File: config.mk
export PLATFORM = sky130hd
export DESIGN_NAME = dr_cell
export DESIGN_NICKNAME = d
export VERILOG_FILES = /design/src/hdl/dr_pkg.sv /design/src/hdl/dr_cell.sv
export SDC_FILE = /design/constraint.sdc
export NUM_CORES = 1
export LEC_CHECK = 0
export ABC_CLOCK_PERIOD_IN_PS = 3560
export BUFFER_PORTS_ARGS = -buffer_cell sky130_fd_sc_hd__clkbuf_2
export CAP_MARGIN = 20
export CORE_ASPECT_RATIO = 1.5
export CORE_MARGIN = 2
export CORE_UTILIZATION = 40
export DETAILED_ROUTE_END_ITERATION = 12
export PLACE_DENSITY = 0.74
export RECOVER_POWER = 25
export SYNTH_ARGS = -nofsm -noshare
export SYNTH_HDL_FRONTEND = slang
export SYNTH_SLANG_ARGS = --single-unit
File: constraint.sdc
create_clock -name clk -period 3.56 [get_ports clk]
set_input_delay 0.178 -clock clk [delete_from_list [all_inputs] [get_ports clk]]
set_output_delay 0.178 -clock clk [all_outputs]
set_load 0.01 [all_outputs]
File: src/hdl/dr_pkg.sv
// Shared types, codes and rectangle helpers for the dirty rectangle tracker.
// No dependencies; used by dr_cell and dirty_rect_merge_tracker_core.
`default_nettype none

package dr_pkg;

    typedef struct packed {
        logic signed [15:0] x;
        logic signed [15:0] y;
        logic signed [15:0] w;
        logic signed [15:0] h;
    } rect_t;

    // Per-cycle command broadcast to every cell of the list
    typedef struct packed {
        logic clear;   // zero the entry
        logic load;    // take load data if the cell index matches
        logic shift;   // take the upper neighbor if the cell index is at or above
    } ctl_t;

    typedef enum logic [1:0] {
        FUNC_MARK  = 2'd0,
        FUNC_CLEAR = 2'd1,
        FUNC_FULL  = 2'd2,
        FUNC_READ  = 2'd3
    } func_t;

    typedef enum logic [1:0] {
        CFG_BOUND_X = 2'd0,
        CFG_BOUND_Y = 2'd1,
        CFG_BOUND_W = 2'd2,
        CFG_BOUND_H = 2'd3
    } cfg_idx_t;

    localparam logic signed [17:0] SAT_MAX = 18'sd32767;

    function automatic logic signed [16:0] sx17(input logic signed [15:0] v);
        sx17 = {v[15], v};
    endfunction

    // Closed-edge test: shared edges count as touching
    function automatic logic rect_touch(input rect_t a, input rect_t b);
        logic signed [16:0] a_r;
        logic signed [16:0] a_b;
        logic signed [16:0] b_r;
        logic signed [16:0] b_b;
        a_r = sx17(a.x) + sx17(a.w);
        a_b = sx17(a.y) + sx17(a.h);
        b_r = sx17(b.x) + sx17(b.w);
        b_b = sx17(b.y) + sx17(b.h);
        rect_touch = (sx17(a.x) <= b_r) && (sx17(b.x) <= a_r) &&
                     (sx17(a.y) <= b_b) && (sx17(b.y) <= a_b);
    endfunction

    // Bounding union, width and height saturated to the 16-bit maximum
    function automatic rect_t rect_join(input rect_t a, input rect_t b);
        logic signed [16:0] a_r;
        logic signed [16:0] a_b;
        logic signed [16:0] b_r;
        logic signed [16:0] b_b;
        logic signed [16:0] rgt;
        logic signed [16:0] bot;
        logic signed [15:0] lx;
        logic signed [15:0] ly;
        logic signed [17:0] dw;
        logic signed [17:0] dh;
        rect_t r;
        a_r = sx17(a.x) + sx17(a.w);
        a_b = sx17(a.y) + sx17(a.h);
        b_r = sx17(b.x) + sx17(b.w);
        b_b = sx17(b.y) + sx17(b.h);
        rgt = (a_r > b_r) ? a_r : b_r;
        bot = (a_b > b_b) ? a_b : b_b;
        lx  = (a.x < b.x) ? a.x : b.x;
        ly  = (a.y < b.y) ? a.y : b.y;
        dw  = {rgt[16], rgt} - {{2{lx[15]}}, lx};
        dh  = {bot[16], bot} - {{2{ly[15]}}, ly};
        r.x = lx;
        r.y = ly;
        r.w = (dw > SAT_MAX) ? 16'sd32767 : dw[15:0];
        r.h = (dh > SAT_MAX) ? 16'sd32767 : dh[15:0];
        rect_join = r;
    endfunction

endpackage

`default_nettype wire

File: src/hdl/dr_cell.sv
// One list slot of the dirty rectangle tracker: holds an entry, shifts from
// its upper neighbor on removal and tests its entry against the probe.
// Depends on dr_pkg.
`default_nettype none

module dr_cell #(
    parameter int IW       = 4,
    parameter int CELL_IDX = 0
) (
    input  wire logic          clk,
    input  wire logic          rst_n,
    input  wire dr_pkg::ctl_t  ctl,
    input  wire logic [IW-1:0] sel_idx,
    input  wire dr_pkg::rect_t load_data,
    input  wire dr_pkg::rect_t nbr,
    input  wire dr_pkg::rect_t probe,
    output dr_pkg::rect_t      entry,
    output logic               touch
);

    localparam logic [IW-1:0] MY_IDX = IW'(CELL_IDX);

    dr_pkg::rect_t entry_reg;
    dr_pkg::rect_t entry_next;

    always_comb
    begin
        entry_next = entry_reg;
        if (ctl.load && (sel_idx == MY_IDX))
        begin
            entry_next = load_data;
        end
        else if (ctl.clear)
        begin
            entry_next = '0;
        end
        else if (ctl.shift && (MY_IDX >= sel_idx))
        begin
            entry_next = nbr;
        end
    end

    always_ff @(posedge clk or negedge rst_n)
    begin
        if (!rst_n)
        begin
            entry_reg <= '0;
        end
        else
        begin
            entry_reg <= entry_next;
        end
    end

    assign entry = entry_reg;
    assign touch = dr_pkg::rect_touch(entry_reg, probe);

endmodule

`default_nettype wire

==> impl_metrics.ini, run 1 <==
[route]
vias_per_cell = 5.492
drt_wl_total_mm = 25.80
drc = 0
drt-pass1-iter-count = 5
detail_route.wl_per_cell_um = 17.22
vias = 8227
drt-initial-drc-count = 440
ant_nets = 0

[clock_tree]
cts_tree = done
clock_path_buffers = 2
clock-sinks = 64
clock_latency_ns = 0.34
cts_made_buffers = 9
clkTransAtPathRegs_ns = 0.06
htree_levels = 3
root_buffer = clkbuf_16

[timing]
post-route-period-util_pct = 116.4
min_period_ns = 4.143
setup_slack_ns = -0.5827
slew_viol_final = 65
timing.fmax_mhz = 241.4
rsz0062_at_grt = true
setup_tns_ns = -0.5827
finClkSkew_ns = 0
max-slew-margin-rel_pct = -14.07
final_hold_viol_count = 0
worst_pin_slew_ns = 1.711
setup_viol = 1

[layout]
syn2layout_area_growth_pct = 42.29
final_cell_mix = clkbuf_2, buf_4, ha_1, nand2_1, o21ai_1
fin_nets = 1613
final_common_cell = clkbuf_2
final_cell_area_um2 = 10470
final_util_pct = 58.11
drive_gt1_share_pct = 34.66
antenna_cells = 0
largest_register_ffs = 64

[floorplanning]
fp.dieH_um = 170.1
die_w_um = 114.7
row_count = 60
io_pins = 266
coreArea_um2 = 18020
start_util_pct = 40.84
die_area_um2 = 19520

[hold_path]
hp-class = in2reg

[synthesis]
synth_flop_cell = dfrtp_1
syn_nets = 1200
yosys.area.top_type_share_pct = 22.45
synth_compound_area_share_pct = 23.64
syn_avg_cell_area_um2 = 8.526
syn_area_um2 = 7358
synthCells = 863
synth-seq-area-share_pct = 21.77
ys_ff_latch = 64
synthAdderAreaFrac_pct = 23.53
synth_top_family_by_area = compound AO/OA/AOI/OAI gates
synth.largest_area_cell = ha_1
synthSimpleGateAreaFrac_pct = 13.31
synth_edf_count = 0
synth_xor_xnor_area_share_pct = 5.594
synth-async-reset-ratio_pct = 100.0
muxShareOfSynthArea_pct = 8.978
yosys.cell_types.count = 62
ys_warn_count = 0
ys_top_cells_by_area = ha_1, dfrtp_1, mux2i_1, o21ai_1, nand2_1

[run_status]
status = complete, but fails checks
violations = max-capacitance violations, max-slew violations, negative setup slack

[placement]
gp_congestion = 0.9616
hpwl_mm = 21.08
dpl_cell_area_um2 = 10060
io_buffers = 265

[power]
irDropWorstVdd_mv = 0.1935
leakagePower_uw = 0.005853
total_power_uw = 2676
p_per_area_nw_per_um2 = 255.6

[global_route]
grt_overflow = 0
track_usage_pct = 26.25
grt_pass1_vias = 8490
antenna_found_initial = 0
grt_pass1_wl_mm = 39.79
grt_max_degree = 65

[worst_setup_path]
worstSetupPathType = reg2out
end_kind = output pin
cp-start-kind = flop
crit_fanout = 3
required_ns = 3.38
arrival_ns = 3.96

[flow_run]
drv_cap = 1
==> metal layers <==
layer | global-route usage, % | vias up | share of wire (%)
met5 | 0 | - | 0
met4 | 15.66 | 0 | 5.5
met3 | 3.811 | 83 | 4.4
met2 | 50.35 | 300 | 54
met1 | 26.11 | 3814 | 36
li1 | - | 4030 | -
==> final cells by class <==
class / instances / area (um2)
repair buffers: 427 / 2511
fillers: 1653 / 7547
clock inverters: 6 / 60.06
inverters: 37 / 138.9
clock buffers: 10 / 229.0
well taps: 217 / 271.5
flip-flops and latches: 64 / 1602
multi-input cells: 737 / 5658
==> final timing paths <==
check / from / to / slack [ns] / depth (start not counted)
setup / recovery: entry[48] / touch / -0.58 / 16
hold / removal: load_data[21] / entry[21] / 0.04 / 3
setup reg to reg: entry[48] / entry[48] / 2.46 / 5
hold reg to reg: entry[9] / entry[9] / 0.62 / 2
max in group asynchronous: rst_n / entry[32] / 1.70 / 2
min in group asynchronous: rst_n / entry[10] / 0.84 / 2
==> kinds of logic (layout without fill, tap and decap cells) <==
group                    count (synthesis)  count (layout)
AO/OA/AOI/OAI                          277             277
XOR/XNOR                                47              47
adder cells (fa/ha/maj)                136             136
buffers and inverters                   62             480
flip-flops                              64              64
multiplexers                            66              66
AND/OR/NAND/NOR                        211             211
==> power by group <==
| group | internal, uW | switching (uW) | leakage, uW | total [uW] |
|---|---|---|---|---|
| Combinational | 495 | 519 | 0.00483 | 1010 |
| Clock | 538 | 353 | 0.000138 | 891 |
| Sequential | 751 | 20.9 | 0.000883 | 771 |
==> repair_timing <==
item / 4_1_cts / 5_1_grt
setup endpoints to repair: 1 / 1
hold buffers: 1 / 0
resized for setup: 17 / 4
buffers inserted: 4 / 2
hold endpoints to repair: 64 / 0
pin swaps: 6 / 4
==> stage by stage <==
stage | worst slack (ns) | hold WS (ns) | instances
3_5_place_dp | -0.4078 | 0.3490 | 1475
6_report | -0.5827 | 0.04446 | 1498
5_1_grt | -0.7855 | 0.04056 | 1498
4_1_cts | -0.4850 | 0.03138 | 1496
2_1_floorplan | 0.001277 | -0.1176 | 863
3_3_place_gp | -0.3300 | 0.3323 | 1475
==> synth_stat cells, drive strengths merged (2+ instances only) <==
cell type and count:
and3 7, or4 2, a211o 4, a211oi 15, nand3 20, o31ai 5, clkbuf 18, nor2b 5
or2 2, o211ai 5, nor3 10, xnor2 21, o41ai 3, o221ai 2, a21o 25, o21a 10
a21oi 62, a31o 2, nand2b 11, inv 37, nor4 2, or3 9, nor2 34, o21ai 105
xor2 26, nand2 93, and4 3, nand4 9, dfrtp 64, a2111oi 2, fa 4, o311ai 4
o311a 5, buf 7, o31a 2, o2bb2ai 2, a31oi 9, ha 132, o21bai 6, mux2i 66
==> critical path: stages (launching register included) <==
cell       delay [ns]
dfrtp_1          0.36
ha_2             0.19
inv_2            0.04
fa_2             0.37
nor2b_4          0.15
o2111ai_2        0.14
and3_4           0.19
buf_4            0.13
o31ai_2          0.22
a21oi_1          0.12
xor2_1           0.16
ha_1             0.30
nand4_1          0.13
or3_1            0.41
o311ai_2         0.31
and4_1           0.26
buf_2            0.15
Power figures use the tool's default switching activity.
==> run 2, diff against run 1 <==
- CORE_ASPECT_RATIO: 1.5 -> not set
==> impl_metrics.ini, run 2 (synthesized netlist as in run 1, its figures left out) <==
[run_status]
status = complete, but fails checks
violations = max-capacitance violations, max-slew violations, negative setup slack

[timing]
slew_viol_final = 65
post-route-period-util_pct = 115.5
max-slew-margin-rel_pct = -11.62
finClkSkew_ns = 0
rsz0062_at_grt = true
setup_slack_ns = -0.5520
holdWs_ns = 0.04051
min_period_ns = 4.112
worst_pin_slew_ns = 1.674
timing.fmax_mhz = 243.2
final_hold_viol_count = 0
setup_viol = 1

[hold_path]
hp-class = in2reg

[placement]
dpl_cell_area_um2 = 9843
hpwl_mm = 19.88
gp_congestion = 0.9025
post-place-ws_ns = -0.3318
io_buffers = 265
placed_cells = 1455

[global_route]
grt_overflow = 0
grt_max_degree = 65
grt_pass1_vias = 7859
grt_pass1_wl_mm = 38.23
antenna_found_initial = 1
track_usage_pct = 24.33

[clock_tree]
clock-sinks = 64
clock_path_buffers = 2
cts_made_buffers = 9
cts_tree = done
clkTransAtPathRegs_ns = 0.06
root_buffer = clkbuf_16
htree_levels = 3
clock_latency_ns = 0.34

[floorplanning]
die_area_um2 = 19500
fp.dieH_um = 139.6
start_util_pct = 40.82
row_count = 49
io_pins = 266
coreArea_um2 = 18020
die_w_um = 139.6

[worst_setup_path]
r2r_setup_slack_ns = 2.56
arrival_ns = 3.93
crit_fanout = 2
r2r-start = entry[48]
timing.rr.end = entry[48]
critPathLaunch = entry[48]
reg2regPathDepth = 4
cp-start-kind = flop
worstSetupPathType = reg2out
end_kind = output pin
setup.worst_path.end = touch
required_ns = 3.38

[route]
drc = 0
vias = 8021
drt-pass1-iter-count = 6
drt_wl_total_mm = 24.54
drt-initial-drc-count = 381
vias_per_cell = 5.427
detail_route.wl_per_cell_um = 16.61
ant_nets = 0

[power]
irDropWorstVdd_mv = 0.2423
leakagePower_uw = 0.005665
p_per_area_nw_per_um2 = 258.4

[layout]
final_cell_area_um2 = 10260
final_common_cell = clkbuf_2
final_cells = 1478
drive_gt1_share_pct = 31.87
antenna_cells = 0
final_util_pct = 56.93
fin_nets = 1583
largest_register_ffs = 64
fillerInstances = 1644
syn2layout_area_growth_pct = 39.47
final_cell_mix = clkbuf_2, ha_1, buf_4, nand2_1, o21ai_1

[flow_run]
drv_cap = 1
==> run 2: worst min path at each step <==
stage                        from   endpoint  slack, ns  depth (start not counted)
floorplan                   rst_n   entry[0]      -0.12                          0
global placement            rst_n  entry[14]       0.34                          1
detailed placement          rst_n  entry[14]       0.35                          1
CTS                  load_data[8]   entry[8]       0.03                          3
global route        load_data[62]  entry[62]       0.05                          3
finish               load_data[8]   entry[8]       0.04                          3
==> run 2: what timing repair did <==
action	CTS	global route
pin swaps	12	7
gates cloned	0	0
setup buffers	5	2
hold buffers	1	0
endpoints found under the setup margin	1	1
endpoints found under the hold margin	49	0
resized for setup	12	7
==> run 2: critical path, stage by stage, from the launching register on <==
cell,delay (ns)
dfrtp_1,0.36
ha_2,0.19
inv_2,0.04
fa_2,0.38
nor2b_4,0.15
o2111ai_2,0.14
and3_4,0.18
or3_4,0.37
a32oi_2,0.25
xnor2_1,0.10
ha_1,0.32
nand3_2,0.08
or3_1,0.38
o311ai_2,0.26
and4_1,0.24
clkbuf_8,0.14
==> run 2: area by class of cell <==
type / count / area, um2 / area share, %
Timing Repair Buffer: 397 / 2308 / 22.49
Tap cell: 229 / 286.5 / 2.792
Clock buffer: 11 / 252.7 / 2.463
Multi-Input combinational cell: 737 / 5632 / 54.88
Sequential cell: 64 / 1602 / 15.61
Inverter: 37 / 138.9 / 1.353
Clock inverter: 3 / 42.54 / 0.4145
==> run 2: metal layers <==
layer,vias to the layer above,global-route usage (%),part of all wire [%]
li1,3995,-,-
met1,3660,30.18,43
met2,293,41.59,48
met3,71,4.439,5.8
met4,2,10.26,3.9
met5,-,0,0.053
==> run 2: stage by stage <==
stage                     power (uW)  setup TNS, ns
after floorplan                 1319              0
after global placement          1716        -0.2406
after detailed placement        1736        -0.3318
after CTS                       2666        -0.4513
after global routing            2804        -0.7342
final                           2652        -0.5520
==> run 2: report_power, final <==
group | total [uW] | internal [uW] | switching (uW)
sequential | 775 | 751 | 24.3
clock | 904 | 571 | 333
combinational | 973 | 475 | 499
